<file path="src/octu_pkg.sv">
// octu_pkg: shared types, constants and the latin-1 to utf-8 encoder
// used by the octal unescape decoder and the result emitter
// no dependencies
package octu_pkg;

  localparam logic [7:0] ESC_CHAR     = 8'h5C;
  localparam logic [7:0] TOO_BIG_CHAR = 8'h3F;
  localparam logic [1:0] LAST_DIGIT   = 2'd2;

  // one decoded byte re-encoded: one or two utf-8 bytes
  typedef struct packed {
    logic [1:0] len;
    logic [7:0] b0;
    logic [7:0] b1;
  } lat_t;

  // results caused by one input transaction, in output order
  typedef struct packed {
    logic [1:0] cnt;
    logic [7:0] b0;
    logic [7:0] b1;
    logic [7:0] b2;
    logic       fin;
  } dec_t;

  function automatic lat_t latin1(input logic [7:0] b);
    lat_t r;
    if (!b[7]) begin
      r.len = 2'd1;
      r.b0  = b;
      r.b1  = 8'h00;
    end else begin
      r.len = 2'd2;
      r.b0  = {2'b11, 4'b0000, b[7:6]};
      r.b1  = {2'b10, b[5:0]};
    end
    return r;
  endfunction

endpackage

</file>
<file path="src/octu_dec.sv">
// octu_dec: escape state and single-pass decode of one registered input byte
// into up to three utf-8 bytes; depends on octu_pkg
module octu_dec (
  input  logic                clk,
  input  logic                rst_n,
  input  logic [7:0]          text_byte,
  input  logic                final_byte,
  input  logic                take,
  output octu_pkg::dec_t      dec
);
  import octu_pkg::*;

  logic       in_escape_r, in_escape_nxt;
  logic [1:0] digit_count_r, digit_count_nxt;
  logic [8:0] octal_value_r, octal_value_nxt;
  logic       is_oct;
  logic [8:0] v;
  lat_t       lat_a, lat_b;

  assign is_oct = (text_byte[7:3] == 5'b00110);
  assign v      = {octal_value_r[5:0], text_byte[2:0]};

  always_comb begin
    lat_a           = '0;
    lat_b           = '0;
    in_escape_nxt   = in_escape_r;
    digit_count_nxt = digit_count_r;
    octal_value_nxt = octal_value_r;
    if (!in_escape_r) begin
      if (text_byte == ESC_CHAR) begin
        if (final_byte) begin
          lat_b = latin1(8'h00);
        end else begin
          in_escape_nxt   = 1'b1;
          digit_count_nxt = 2'd0;
          octal_value_nxt = 9'd0;
        end
      end else begin
        lat_b = latin1(text_byte);
      end
    end else if (is_oct) begin
      if (digit_count_r == LAST_DIGIT || final_byte) begin
        lat_a           = latin1(v[8] ? TOO_BIG_CHAR : v[7:0]);
        in_escape_nxt   = 1'b0;
        digit_count_nxt = 2'd0;
        octal_value_nxt = 9'd0;
      end else begin
        digit_count_nxt = digit_count_r + 2'd1;
        octal_value_nxt = v;
      end
    end else if (digit_count_r == 2'd0) begin
      // non-octal right after the backslash goes out as itself
      in_escape_nxt   = 1'b0;
      digit_count_nxt = 2'd0;
      octal_value_nxt = 9'd0;
      lat_b           = latin1(text_byte);
    end else begin
      // early end of escape, then the byte is handled as plain text
      in_escape_nxt   = 1'b0;
      digit_count_nxt = 2'd0;
      octal_value_nxt = 9'd0;
      lat_a = latin1(octal_value_r[8] ? TOO_BIG_CHAR : octal_value_r[7:0]);
      if (text_byte == ESC_CHAR) begin
        if (final_byte) begin
          lat_b = latin1(8'h00);
        end else begin
          in_escape_nxt = 1'b1;
        end
      end else begin
        lat_b = latin1(text_byte);
      end
    end
    if (final_byte) begin
      in_escape_nxt   = 1'b0;
      digit_count_nxt = 2'd0;
      octal_value_nxt = 9'd0;
    end
  end

  // a two-byte first part never has a second part (pending digits stay below 0x80)
  always_comb begin
    dec.cnt = lat_a.len + lat_b.len;
    dec.fin = final_byte;
    dec.b0  = (lat_a.len != 2'd0) ? lat_a.b0 : lat_b.b0;
    dec.b1  = (lat_a.len == 2'd2) ? lat_a.b1 :
              ((lat_a.len == 2'd1) ? lat_b.b0 : lat_b.b1);
    dec.b2  = lat_b.b1;
  end

  always_ff @(posedge clk) begin
    if (!rst_n) begin
      in_escape_r   <= 1'b0;
      digit_count_r <= 2'd0;
      octal_value_r <= 9'd0;
    end else if (take) begin
      in_escape_r   <= in_escape_nxt;
      digit_count_r <= digit_count_nxt;
      octal_value_r <= octal_value_nxt;
    end
  end

endmodule

</file>
<file path="src/octu_emit.sv">
// octu_emit: result register holding up to three bytes of one input
// transaction, shifted out one per output transaction; depends on octu_pkg
module octu_emit (
  input  logic                clk,
  input  logic                rst_n,
  input  logic                take,
  input  octu_pkg::dec_t      dec,
  output logic                load_ok,
  output logic                out_valid,
  input  logic                out_stall,
  output logic [7:0]          out_byte,
  output logic                out_run_last,
  output logic                out_text_end
);
  import octu_pkg::*;

  logic [1:0] rem_r, rem_nxt;
  logic       fin_r;
  logic [7:0] buf0_r, buf1_r, buf2_r;
  logic       fire;

  assign out_valid    = (rem_r != 2'd0);
  assign fire         = out_valid && !out_stall;
  assign out_byte     = buf0_r;
  assign out_run_last = (rem_r == 2'd1);
  assign out_text_end = (rem_r == 2'd1) && fin_r;
  // free now, or the last byte leaves this cycle
  assign load_ok      = (rem_r == 2'd0) || ((rem_r == 2'd1) && !out_stall);

  always_comb begin
    rem_nxt = rem_r;
    if (take) begin
      rem_nxt = dec.cnt;
    end else if (fire) begin
      rem_nxt = rem_r - 2'd1;
    end
  end

  always_ff @(posedge clk) begin
    if (!rst_n) begin
      rem_r <= 2'd0;
    end else begin
      rem_r <= rem_nxt;
    end
  end

  always_ff @(posedge clk) begin
    if (take) begin
      buf0_r <= dec.b0;
      buf1_r <= dec.b1;
      buf2_r <= dec.b2;
      fin_r  <= dec.fin;
    end else if (fire) begin
      buf0_r <= buf1_r;
      buf1_r <= buf2_r;
    end
  end

endmodule

</file>
<file path="src/octal_unescape_latin1_to_utf8.sv">
// octal_unescape_latin1_to_utf8: top level, input register, decoder and emitter
// depends on octu_pkg, octu_dec, octu_emit
//
// Decodes backslash-octal escaped text and re-encodes each decoded byte from
// latin-1 to utf-8. One text byte is taken per cycle into an input register
// unless in_stall is high; the decoder turns the registered byte into zero to
// three utf-8 bytes, which load into a three-byte result register once it is
// free and leave one per cycle while out_stall is low. An input transaction
// that yields more than one byte keeps the next one waiting in the input
// register until its last byte leaves through the single output byte lane. A
// transaction with in_final_byte set always yields at least one byte, and its
// last byte carries out_text_end; escape state is then cleared for a new text.
module octal_unescape_latin1_to_utf8 (
  input  logic       clk,
  input  logic       rst_n,
  input  logic       in_valid,
  output logic       in_stall,
  input  logic [7:0] in_text_byte,
  input  logic       in_final_byte,
  output logic       out_valid,
  input  logic       out_stall,
  output logic [7:0] out_byte,
  output logic       out_run_last,
  output logic       out_text_end
);
  import octu_pkg::*;

  logic       s1_valid_r, s1_valid_nxt;
  logic [7:0] s1_byte_r;
  logic       s1_fin_r;
  logic       load_ok;
  logic       take;
  logic       accept;
  dec_t       dec;

  assign in_stall = s1_valid_r && !load_ok;
  assign accept   = in_valid && !in_stall;
  assign take     = s1_valid_r && load_ok;

  always_comb begin
    s1_valid_nxt = s1_valid_r;
    if (accept) begin
      s1_valid_nxt = 1'b1;
    end else if (take) begin
      s1_valid_nxt = 1'b0;
    end
  end

  always_ff @(posedge clk) begin
    if (!rst_n) begin
      s1_valid_r <= 1'b0;
    end else begin
      s1_valid_r <= s1_valid_nxt;
    end
  end

  always_ff @(posedge clk) begin
    if (accept) begin
      s1_byte_r <= in_text_byte;
      s1_fin_r  <= in_final_byte;
    end
  end

  octu_dec u_dec (
    .clk        (clk),
    .rst_n      (rst_n),
    .text_byte  (s1_byte_r),
    .final_byte (s1_fin_r),
    .take       (take),
    .dec        (dec)
  );

  octu_emit u_emit (
    .clk          (clk),
    .rst_n        (rst_n),
    .take         (take),
    .dec          (dec),
    .load_ok      (load_ok),
    .out_valid    (out_valid),
    .out_stall    (out_stall),
    .out_byte     (out_byte),
    .out_run_last (out_run_last),
    .out_text_end (out_text_end)
  );

  // the final byte of a text always produces a result
  a_fin_has_result: assert property (@(posedge clk) disable iff (!rst_n)
    take && s1_fin_r |-> dec.cnt != 2'd0)
    else $error("final byte decoded to no result");

  // more bytes of the same input follow a non-last result
  a_run_continues: assert property (@(posedge clk) disable iff (!rst_n)
    out_valid && !out_stall && !out_run_last |=> out_valid)
    else $error("result run cut short");

  a_end_is_last: assert property (@(posedge clk) disable iff (!rst_n)
    out_valid && out_text_end |-> out_run_last)
    else $error("text end on a non-last result");

  a_stall_needs_item: assert property (@(posedge clk) disable iff (!rst_n)
    in_stall |-> s1_valid_r && out_valid)
    else $error("input stalled with nothing pending");

endmodule

</file>
<file path="config.mk">
export PLATFORM = sky130hd
export DESIGN_NAME = octal_unescape_latin1_to_utf8
export DESIGN_NICKNAME = d
export VERILOG_FILES = /design/src/octu_pkg.sv /design/src/octu_dec.sv /design/src/octu_emit.sv /design/src/octal_unescape_latin1_to_utf8.sv
export SDC_FILE = /design/constraint.sdc
export NUM_CORES = 1
export LEC_CHECK = 0
export BUFFER_PORTS_ARGS = -buffer_cell sky130_fd_sc_hd__buf_2
export CORE_MARGIN = 2
export CORE_UTILIZATION = 56
export DETAILED_ROUTE_END_ITERATION = 8
export GPL_ROUTABILITY_DRIVEN = 0
export GPL_TIMING_DRIVEN = 1
export PLACE_DENSITY = 0.8
export RECOVER_POWER = 50
export SETUP_SLACK_MARGIN = 0.05
export SLEW_MARGIN = 10
export SYNTH_ARGS = -nofsm -noshare
export SYNTH_HDL_FRONTEND = slang
export SYNTH_SLANG_ARGS = --single-unit
</file>
<file path="constraint.sdc">
create_clock -name clk -period 3.1 [get_ports clk]
set_input_delay 0.62 -clock clk [delete_from_list [all_inputs] [get_ports clk]]
set_output_delay 0.62 -clock clk [all_outputs]
set_load 0.05 [all_outputs]
</file>
# [Word level (Yosys, flattened, before mapping)]
# Cells that the tools add are included.
[classes] n_reduce_logical=19 n_addsub=3 n_eq_ne=6 mux=41
[op_table] op="18-bit 2-to-1 mux" count=11
[op_table] op="8-bit 2-to-1 mux" count=9
[op_table] op="9-bit 2-to-1 mux" count=5
[op_table] op="17-bit 2-to-1 mux" count=1
[op_table] op="2-bit 2-to-1 mux" count=7
[op_table] op="8-bit by 7-bit == test with 1-bit output, second input constant" count=1
[op_table] op="1-bit 2-to-1 mux" count=8
[op_table] op="2-bit nonzero test" count=4
[op_table] op="1-bit logical AND" count=6
[op_table] op="5-bit by 3-bit == test with 1-bit output, second input constant" count=1
[op_table] op="2-bit by 1-bit == test with 1-bit output, second input constant" count=2
[op_table] op="2-bit == test, second input constant" count=2
[op_table] op="2-bit logical NOT" count=2
[op_table] op="1-bit logical NOT" count=3
[op_table] op="3-bit nonzero test" count=1
[op_table] op="2-bit by 1-bit adder with 2-bit output, second input constant" count=1
[op_table] op="2-bit adder" count=1
[op_table] op="1-bit logical OR" count=2
[op_table] op="2-bit AND reduction" count=1
[op_table] op="2-bit by 1-bit subtractor with 2-bit output, second input constant" count=1
[totals] in_bits=13 reg_bits=49 word_cells=80

# [Depth between registers and ports, before layout]
# Gate-level depths: netlist of run 1.
[depth] word_depth=9 ltp_mapped=11

# [Hierarchy]
# Synthesis of run 1 repeated with hierarchy kept, for this count alone.
[hier_totals] hier_cells=246 area_unflattened_um2=2736.4
[by_module_without_submodules] module="octu_dec" area_per_inst_um2=1315.0 cells_each=169 instances=1
[by_module_without_submodules] module="octu_emit" area_per_inst_um2=1097.3 cells_each=63 instances=1
[by_module_without_submodules] module="octal_unescape_latin1_to_utf8" area_per_inst_um2=324.1 cells_each=14 instances=1

# [Worst setup path before layout of run 1]
# Ideal clock, no wire load.
[synth_timing] kind="register to register" start="reg u_emit.rem_r[1]" end="reg s1_byte_r[0] (enable)" arrival_time_ps=2514 path_stages_with_launch=6 required_time_ps=2723 path_buffers=0 setup_slack_ps=209 path_cell_list="dfxtp_1 > inv_1 > ha_1 > nor2b_1 > nor3_1 > nor2b_1"
[synth_between] elab_chain_len=7 word_cells_on_any_way=8 classes_between="eq/ne (1); reduce/logical (7)"
[synth_lines] item="start, declared" line_no="octu_emit.sv:17" rtl="logic [1:0] rem_r, rem_nxt;"
[synth_lines] item="start signal, assigned" line_no="octu_emit.sv:43" rtl="rem_r <= rem_nxt;"
[synth_lines] item="2-bit by 1-bit == test with 1-bit output"
[synth_lines] item="named net out_run_last" line_no="octal_unescape_latin1_to_utf8.sv:23" rtl="output logic out_run_last,"
[synth_lines] item="1-bit logical AND" line_no="octu_emit.sv:28" rtl="assign load_ok = (rem_r == 2'd0) || ((rem_r == 2'd1) && !out_stall);"
[synth_lines] item="1-bit logical OR" line_no="octu_emit.sv:28"
[synth_lines] item="1-bit logical NOT" line_no="octal_unescape_latin1_to_utf8.sv:36" rtl="assign in_stall = s1_valid_r && !load_ok;"
[synth_lines] item="1-bit logical AND" line_no="octal_unescape_latin1_to_utf8.sv:36"
[synth_lines] item="named net in_stall" line_no="octal_unescape_latin1_to_utf8.sv:17" rtl="output logic in_stall,"
[synth_lines] item="1-bit logical NOT" line_no="octal_unescape_latin1_to_utf8.sv:37" rtl="assign accept = in_valid && !in_stall;"
[synth_lines] item="1-bit logical AND" line_no="octal_unescape_latin1_to_utf8.sv:37"
[synth_lines] item="named net accept" line_no="octal_unescape_latin1_to_utf8.sv:33" rtl="logic accept;"
[synth_lines] item="end signal, assigned" line_no="octal_unescape_latin1_to_utf8.sv:59" rtl="s1_byte_r <= in_text_byte;"
[synth_lines] item="end, declared" line_no="octal_unescape_latin1_to_utf8.sv:29" rtl="logic [7:0] s1_byte_r;"
# The timed path passes the listed nets, and every way through them passes these cells.
# A chain may end at the register's enable or synchronous reset.

# [Final worst setup path of run 1]
[layout_timing] start="reg s1_byte_r[3]" end="reg u_emit.rem_r[1]"
[layout_between] elab_chain_len=7 word_cells_on_any_way=10 classes_between="add/sub (1); eq/ne (2); mux (7)"
[layout_lines] item="8-bit by 7-bit == test with 1-bit output" line_no="octu_dec.sv:30, octu_dec.sv:63"
[layout_lines] item="18-bit 2-to-1 mux" line_no="octu_dec.sv:30, octu_dec.sv:63"
[layout_lines] item="18-bit 2-to-1 mux" line_no="octu_dec.sv:51" rtl="end else if (digit_count_r == 2'd0) begin"
[layout_lines] item="18-bit 2-to-1 mux" line_no="octu_dec.sv:41" rtl="end else if (is_oct) begin"
[layout_lines] item="18-bit 2-to-1 mux" line_no="octu_dec.sv:29" rtl="if (!in_escape_r) begin"
[layout_lines] item="2-bit adder *" line_no="octu_dec.sv:82" rtl="dec.cnt = lat_a.len + lat_b.len;"
[layout_lines] item="2-bit 2-to-1 mux *" line_no="octu_emit.sv:32" rtl="if (take) begin"
# Mark *: on every way between the ends. The rest lies on a longest branch, timed or not.

==> results of run 1 <==
## registers in the layout (all words and copies together) (netlist names)
signal,cells
u_emit.buf1_r,8
s1_byte_r,8
u_emit.fin_r,1
u_dec.octal_value_r,9
s1_fin_r,1
u_dec.in_escape_r,1
u_dec.digit_count_r,2
u_emit.rem_r,2
u_emit.buf2_r,7
s1_valid_r,1
u_emit.out_byte,8
## critical path, delay by kind of cell (launching register included)
family / cells / cell delay [ns]
flops: 1 / 0.50
simple gates: 4 / 1.00
fa+ha+maj: 1 / 0.23
xor+xnor: 1 / 0.19
compound gates: 2 / 0.56
## metal layers
| layer | global-route usage | vias to the layer above | share of wire |
|---|---|---|---|
| met3 | 0.0552 | 26 | 0.087 |
| met1 | 0.321 | 996 | 0.44 |
| met2 | 0.343 | 124 | 0.44 |
| li1 | - | 1062 | - |
| met5 | 0 | - | 0 |
| met4 | 0.0885 | 0 | 0.034 |
## synth_stat cells, drive strengths merged, types with 2 or more instances
| master | count | area (um^2) |
|---|---|---|
| o21ai | 15 | 78.8 |
| and3 | 6 | 37.5 |
| nor2b | 3 | 18.8 |
| edfxtp | 33 | 991 |
| nor3b | 4 | 30.0 |
| nor4b | 2 | 32.5 |
| ha | 5 | 62.6 |
| a31oi | 8 | 50.1 |
| o311a | 3 | 30.0 |
| a211oi | 7 | 70.1 |
| nor2 | 24 | 90.1 |
| dfxtp | 15 | 300 |
| nand3 | 18 | 90.1 |
| o31ai | 3 | 22.5 |
| buf | 3 | 21.3 |
| nand2 | 28 | 105 |
| inv | 12 | 45.0 |
| clkbuf | 14 | 52.6 |
| mux2i | 4 | 40.0 |
| mux2 | 2 | 22.5 |
| nand2b | 2 | 12.5 |
| and2 | 11 | 68.8 |
| o211ai | 4 | 30.0 |
| nor3 | 10 | 61.3 |
| a21oi | 25 | 125 |
## cell families after synthesis
| kind of cell | count (synthesis) | share of synthesized area |
|---|---|---|
| compound gates | 75 | 0.189 |
| xor+xnor | 1 | 0.00331 |
| fa+ha+maj | 5 | 0.0236 |
| buf+inv | 30 | 0.0463 |
| flops | 48 | 0.488 |
| mux | 6 | 0.0236 |
| simple gates | 114 | 0.226 |
## stage by stage
| step | area, um^2 | hold WS [ns] | utilization |
|---|---|---|---|
| finish | 2880 | 0.455 | 0.621 |
| CTS | 2900 | 0.455 | 0.625 |
| global placement | 2800 | 0.441 | 0.605 |
| detailed placement | 2800 | 0.444 | 0.605 |
| global route | 2880 | 0.479 | 0.621 |
| floorplan | 2650 | 0.432 | - |
## power groups by stage
stage	registers, uW	clock network (uW)	logic [uW]
after floorplan	984	0	301
after global placement	878	0	530
after detailed placement	882	0	534
after CTS	868	388	537
after global routing	882	411	568
final	870	377	520
## final cells by class
class | count | area, um^2 | area share
repair buffers | 29 | 136 | 0.0474
clock inverters | 1 | 7.51 | 0.00261
multi-input cells | 201 | 1240 | 0.430
clock buffers | 7 | 86.3 | 0.0300
inverters | 13 | 48.8 | 0.0170
flip-flops and latches | 48 | 1290 | 0.449
well taps | 54 | 67.6 | 0.0235
## how the worst min path moves through the flow
stage	cells past startpoint	endpoint
after global routing	1	s1_byte_r[4]$_DFFE_PP_
final	2	u_dec.digit_count_r[0]$_SDFFE_PN0P_
after global placement	2	u_dec.digit_count_r[0]$_SDFFE_PN0P_
after CTS	2	u_dec.digit_count_r[0]$_SDFFE_PN0P_
after floorplan	2	u_dec.digit_count_r[0]$_SDFFE_PN0P_
after detailed placement	2	u_dec.digit_count_r[0]$_SDFFE_PN0P_
==> results.txt, run 1 <==
Status: finished clean
Via count: 2208
Iter 0 DRT Violations: 203
Start point of the critical path: s1_byte_r[3]$_DFFE_PP_
Static Leak: 0.000981 uW
# hold bufs at CTS: 0
DR vias/cell: 6.25
Count of input and output buffers: 24
#FFs+latches synth: 48
Total track usage: 0.229
Crit path cell chain: or4b_4 > nor3_4 > o22a_1 > ha_1 > xor2_1 > nor2_1 > nand3_1 > o221ai_1
Cts bufs inserted: 5
Hold Path Class: register to register
Nets@finish: 316
FF-to-FF Start: s1_byte_r[3]$_DFFE_PP_
Clock power share: 0.213
I/O pins: 25
Worst skew pair latency: 0.30 ns
Die width: 72.7 um
Sequential share of power: 0.492
Area grow syn2layout: 8.65%
Minimum clock period after layout: 2.61 ns
N_diodes: 0
GRT overflow: 0
DR WL/cell: 16.1 um
Placed insts: 345
Setup CP Type: register to register
Filler Cell Count: 411
Pre-CTS WS: 0.532 ns
Maximum number of pins on one net before global-route repair: 35
# setup viols final: 0
Core footprint: 4630 um^2
Net count after synthesis: 297
CP Capture Point: u_emit.rem_r[1]$_SDFFE_PN0P_
Warnings from Yosys: 0
Worst path arrival time: 2.78 ns
FF-to-FF End: u_emit.rem_r[1]$_SDFFE_PN0P_
CTS tree: yes
First-pass GRT wire length: 9.32 mm
Final worst-path cycle share: 0.841
Post-CTS Setup Repair Bufs: 0
Vias in the first global route: 1965
Post-synth EDFFs: 33
FFs w/ async S/R, synth: 0
Power, Total: 1770 uW
Antenna violations before repair: 0
Final WS setup: 0.493 ns
Relative slew slack: 0.312
Power share of the combinational group: 0.294
Layout cells sized above 1: 0.124
CP peak stage delay: 0.62 ns
Slew Limit Fails: 0
Flop2flop setup slack: 0.49 ns
CTS Root Cell: clkbuf_8
Seq/Total Area, Yosys: 0.488
Worst-margin pin slew: 1.03 ns
1st-pass router iterations: 5
Switching power: 626 uW
Most common cell after layout, fill and taps aside: edfxtp_1
Residual DRC count: 0
Cell Int Power: 1140 uW
MaxCap Viol Count: 0
Final Instance Count excl. Fillers: 353
Pwr Density: 614 nW/um^2
DRT antenna net count: 0
Worst vdd ir: 0.000277 V
Sw Share: 0.354
Setup TNS: 0 ns
Unrepaired setup endpoints after global routing: false
Syn_area_per_cell: 9.48 um^2
Netlist Area Pre-Place: 2650 um^2
Starting Density: 0.572
Htree depth: 2
Die Y: 72.7 um
Worst setup EP type: register
CP required: 3.27 ns
Clk_skew: 0.00872 ns
Critical path peak fanout: 8
Main synth FF type: edfxtp_1
CP startpoint kind: register
Most frequent cells in the layout: edfxtp_1, nand2_1, a21oi_1, nor2_1, nand3_1
Maximum buffer depth of the clock tree: 2
PostCTS Resize Cnt: 0
Final Hold Viols: 0
Sink Count: 48
Min-delay src: u_dec.digit_count_r[0]$_SDFFE_PN0P_
Synth Instances: 279
Rows: 25
Cell variety after synth: 49
Die area: 5290 um^2
Fmax: 384 MHz
Reg clk slew, reported paths: 0.09 ns
Routed Wire Length: 5.70 mm
DPL Wire Length: 4.05 mm
CP max stage cell: or4b_4
Reg2reg path depth: 8
No activity file was read; power rests on OpenSTA's default activity.
==> run 2, diff against run 1 <==
==> constraint.sdc (replaced) <==
create_clock -name clk -period 2.4 [get_ports clk]
set_input_delay 0.48 -clock clk [delete_from_list [all_inputs] [get_ports clk]]
set_output_delay 0.48 -clock clk [all_outputs]
set_load 0.05 [all_outputs]
==> results.txt, run 2 (synthesis results as in run 1) <==
Status: finished clean
Setup CP Type: register to register
GRT overflow: 0 (unchanged)
CP startpoint kind: register
FF-to-FF Start: s1_byte_r[3]$_DFFE_PP_
Most common cell after layout, fill and taps aside: edfxtp_1
First-pass GRT wire length: 9.85 mm (+5.7%)
CP Capture Point: u_emit.rem_r[1]$_SDFFE_PN0P_
Crit path cell chain: or4b_4 > nor3_4 > o22a_2 > ha_1 > xor2_1 > nor2_1 > nand3_1 > o221ai_1
Area grow syn2layout: 13.7%
Worst skew pair latency: 0.30 ns (about the same)
DPL Wire Length: 4.30 mm (+6.0%)
Unrepaired setup endpoints after global routing: false
Reg2reg path depth: 8 (unchanged)
CTS tree: yes
Hold Path Class: input pin to register
Core footprint: 4630 um^2 (unchanged)
Count of input and output buffers: 24 (unchanged)
Pwr Density: 795 nW/um^2 (+29%)
1st-pass router iterations: 8 (+3)
Max reg flops: 9 (unchanged)
Clk_skew: 0.00387 ns (-0.00485 ns)
Final worst-path cycle share: 0.931 (+0.0897)
Sw Share: 0.345 (-0.00930)
Switching power: 825 uW (+32%)
Delay-heaviest family, CP: simple AND/OR/NAND/NOR gates
DRT antenna net count: 0 (unchanged)
Clock power share: 0.238 (+0.025)
Static Leak: 0.00107 uW (+9.1%)
# hold bufs at CTS: 0 (unchanged)
Cell Int Power: 1570 uW (+37%)
Power share of the combinational group: 0.297 (+0.003)
MaxCap Viol Count: 0 (unchanged)
Cts bufs inserted: 5 (unchanged)
Die area: 5290 um^2 (unchanged)
Relative slew slack: 0.484 (+0.172)
Biggest register: u_dec.octal_value_r
Start point of the critical path: s1_byte_r[3]$_DFFE_PP_
FF-to-FF End: u_emit.rem_r[1]$_SDFFE_PN0P_
Critical path depth: 8 (unchanged)
Antenna violations before repair: 0 (unchanged)
CP Buf/Inv Count: 0 (unchanged)
Htree depth: 2 (unchanged)
CP required: 2.57 ns (-0.70 ns)
Iter 0 DRT Violations: 333 (+64%)
CTS Root Cell: clkbuf_8
Minimum clock period after layout: 2.23 ns (-0.373 ns)
Sink Count: 48 (unchanged)
Worst path arrival time: 2.40 ns (-0.38 ns)
Final Instance Count excl. Fillers: 369 (+4.5%)
Via count: 2289 (+3.7%)
Critical path peak fanout: 5 (-3)
# setup viols final: 0 (unchanged)
Nets@finish: 332 (+5.1%)
I/O pins: 25 (unchanged)
Worst vdd ir: 0.000492 V (+78%)
Worst-margin pin slew: 0.774 ns (-0.258 ns)
Residual DRC count: 0 (unchanged)
Flop2flop setup slack: 0.17 ns (-0.33 ns)
Starting Density: 0.572 (unchanged)
Setup TNS: 0 ns (unchanged)
DR WL/cell: 16.7 um (+3.5%)
Maximum number of pins on one net before global-route repair: 20 (-43%)
Die Y: 72.7 um (unchanged)
Most frequent cells in the layout: edfxtp_1, nand2_1, a21oi_1, nor2_1, nand3_1
Die width: 72.7 um (unchanged)
Maximum buffer depth of the clock tree: 2 (unchanged)
DR vias/cell: 6.20 (-0.83%)
CP max stage cell: or4b_4
Vias in the first global route: 2063 (+5.0%)
Slew Limit Fails: 0 (unchanged)
Routed Wire Length: 6.17 mm (+8.2%)
Total track usage: 0.242 (+0.0128)
Reg clk slew, reported paths: 0.08 ns (about the same)
N_diodes: 0 (unchanged)
Sequential share of power: 0.465 (-0.027)
Fmax: 448 MHz (+17%)
Worst setup EP type: register
Layout cells sized above 1: 0.171 (+0.0477)
Rows: 25 (unchanged)
Final Hold Viols: 0 (unchanged)
Placed insts: 359 (+4.1%)
CP peak stage delay: 0.62 ns (about the same)
## run 2: repair_timing
item / in CTS / in global routing
setup buffers: 0 / 2
resized for setup: 0 / 2
setup endpoints to repair: 0 / 7
## run 2: layer usage
layer / track usage / up-vias / wire length (um)
met5: 0 / - / 0
li1: - / 1095 / -
met1: 0.329 / 1045 / 2580
met2: 0.370 / 123 / 2820
met4: 0.113 / 0 / 222
met3: 0.0511 / 26 / 543
## run 2: worst min-delay path by stage
stage	startpoint	to	slack, ns	cells after the start
final	in_text_byte[7]	s1_byte_r[7]$_DFFE_PP_	0.35	1
after global routing	in_text_byte[4]	s1_byte_r[4]$_DFFE_PP_	0.34	1
after CTS	in_text_byte[7]	s1_byte_r[7]$_DFFE_PP_	0.34	1
after detailed placement	u_dec.digit_count_r[0]$_SDFFE_PN0P_	u_dec.digit_count_r[0]$_SDFFE_PN0P_	0.44	2
after global placement	u_dec.digit_count_r[0]$_SDFFE_PN0P_	u_dec.digit_count_r[0]$_SDFFE_PN0P_	0.44	2
after floorplan	u_dec.digit_count_r[0]$_SDFFE_PN0P_	u_dec.digit_count_r[0]$_SDFFE_PN0P_	0.43	2
## run 2: per-stage QoR
stage | util | worst slack [ns] | instance area (um^2) | hold slack, ns | total power, uW
after floorplan | - | 0.103 | 2660 | 0.432 | 1670
after global placement | 0.629 | 0.170 | 2910 | 0.439 | 1840
after detailed placement | 0.629 | 0.125 | 2910 | 0.444 | 1850
after CTS | 0.652 | 0.107 | 3020 | 0.344 | 2410
after global routing | 0.650 | 0.0286 | 3010 | 0.337 | 2490
final | 0.650 | 0.166 | 3010 | 0.349 | 2390
## run 2: power by group through the flow
| stage | Combinational (uW) | Sequential, uW | Clock, uW |
|---|---|---|---|
| global route | 759 | 1120 | 604 |
| finish | 709 | 1110 | 569 |
| detailed placement | 720 | 1130 | 0 |
| CTS | 725 | 1110 | 573 |
| global placement | 715 | 1120 | 0 |
| floorplan | 396 | 1270 | 0 |
## run 2: layout make-up
cell class / instances / area (um^2)
multi-input combinational: 201 / 1240
clock inverter: 2 / 35.0
inverter: 13 / 48.8
clock buffer: 6 / 72.6
timing repair buffer: 45 / 250
tap: 54 / 67.6
fill: 389 / 1620
sequential: 48 / 1290
## run 2: worst reg2reg max path: stages, from the launching register on
cell	delay, ns
edfxtp_1	0.48
or4b_4	0.62
nor3_4	0.14
o22a_2	0.22
ha_1	0.17
xor2_1	0.18
nor2_1	0.06
nand3_1	0.10
o221ai_1	0.12
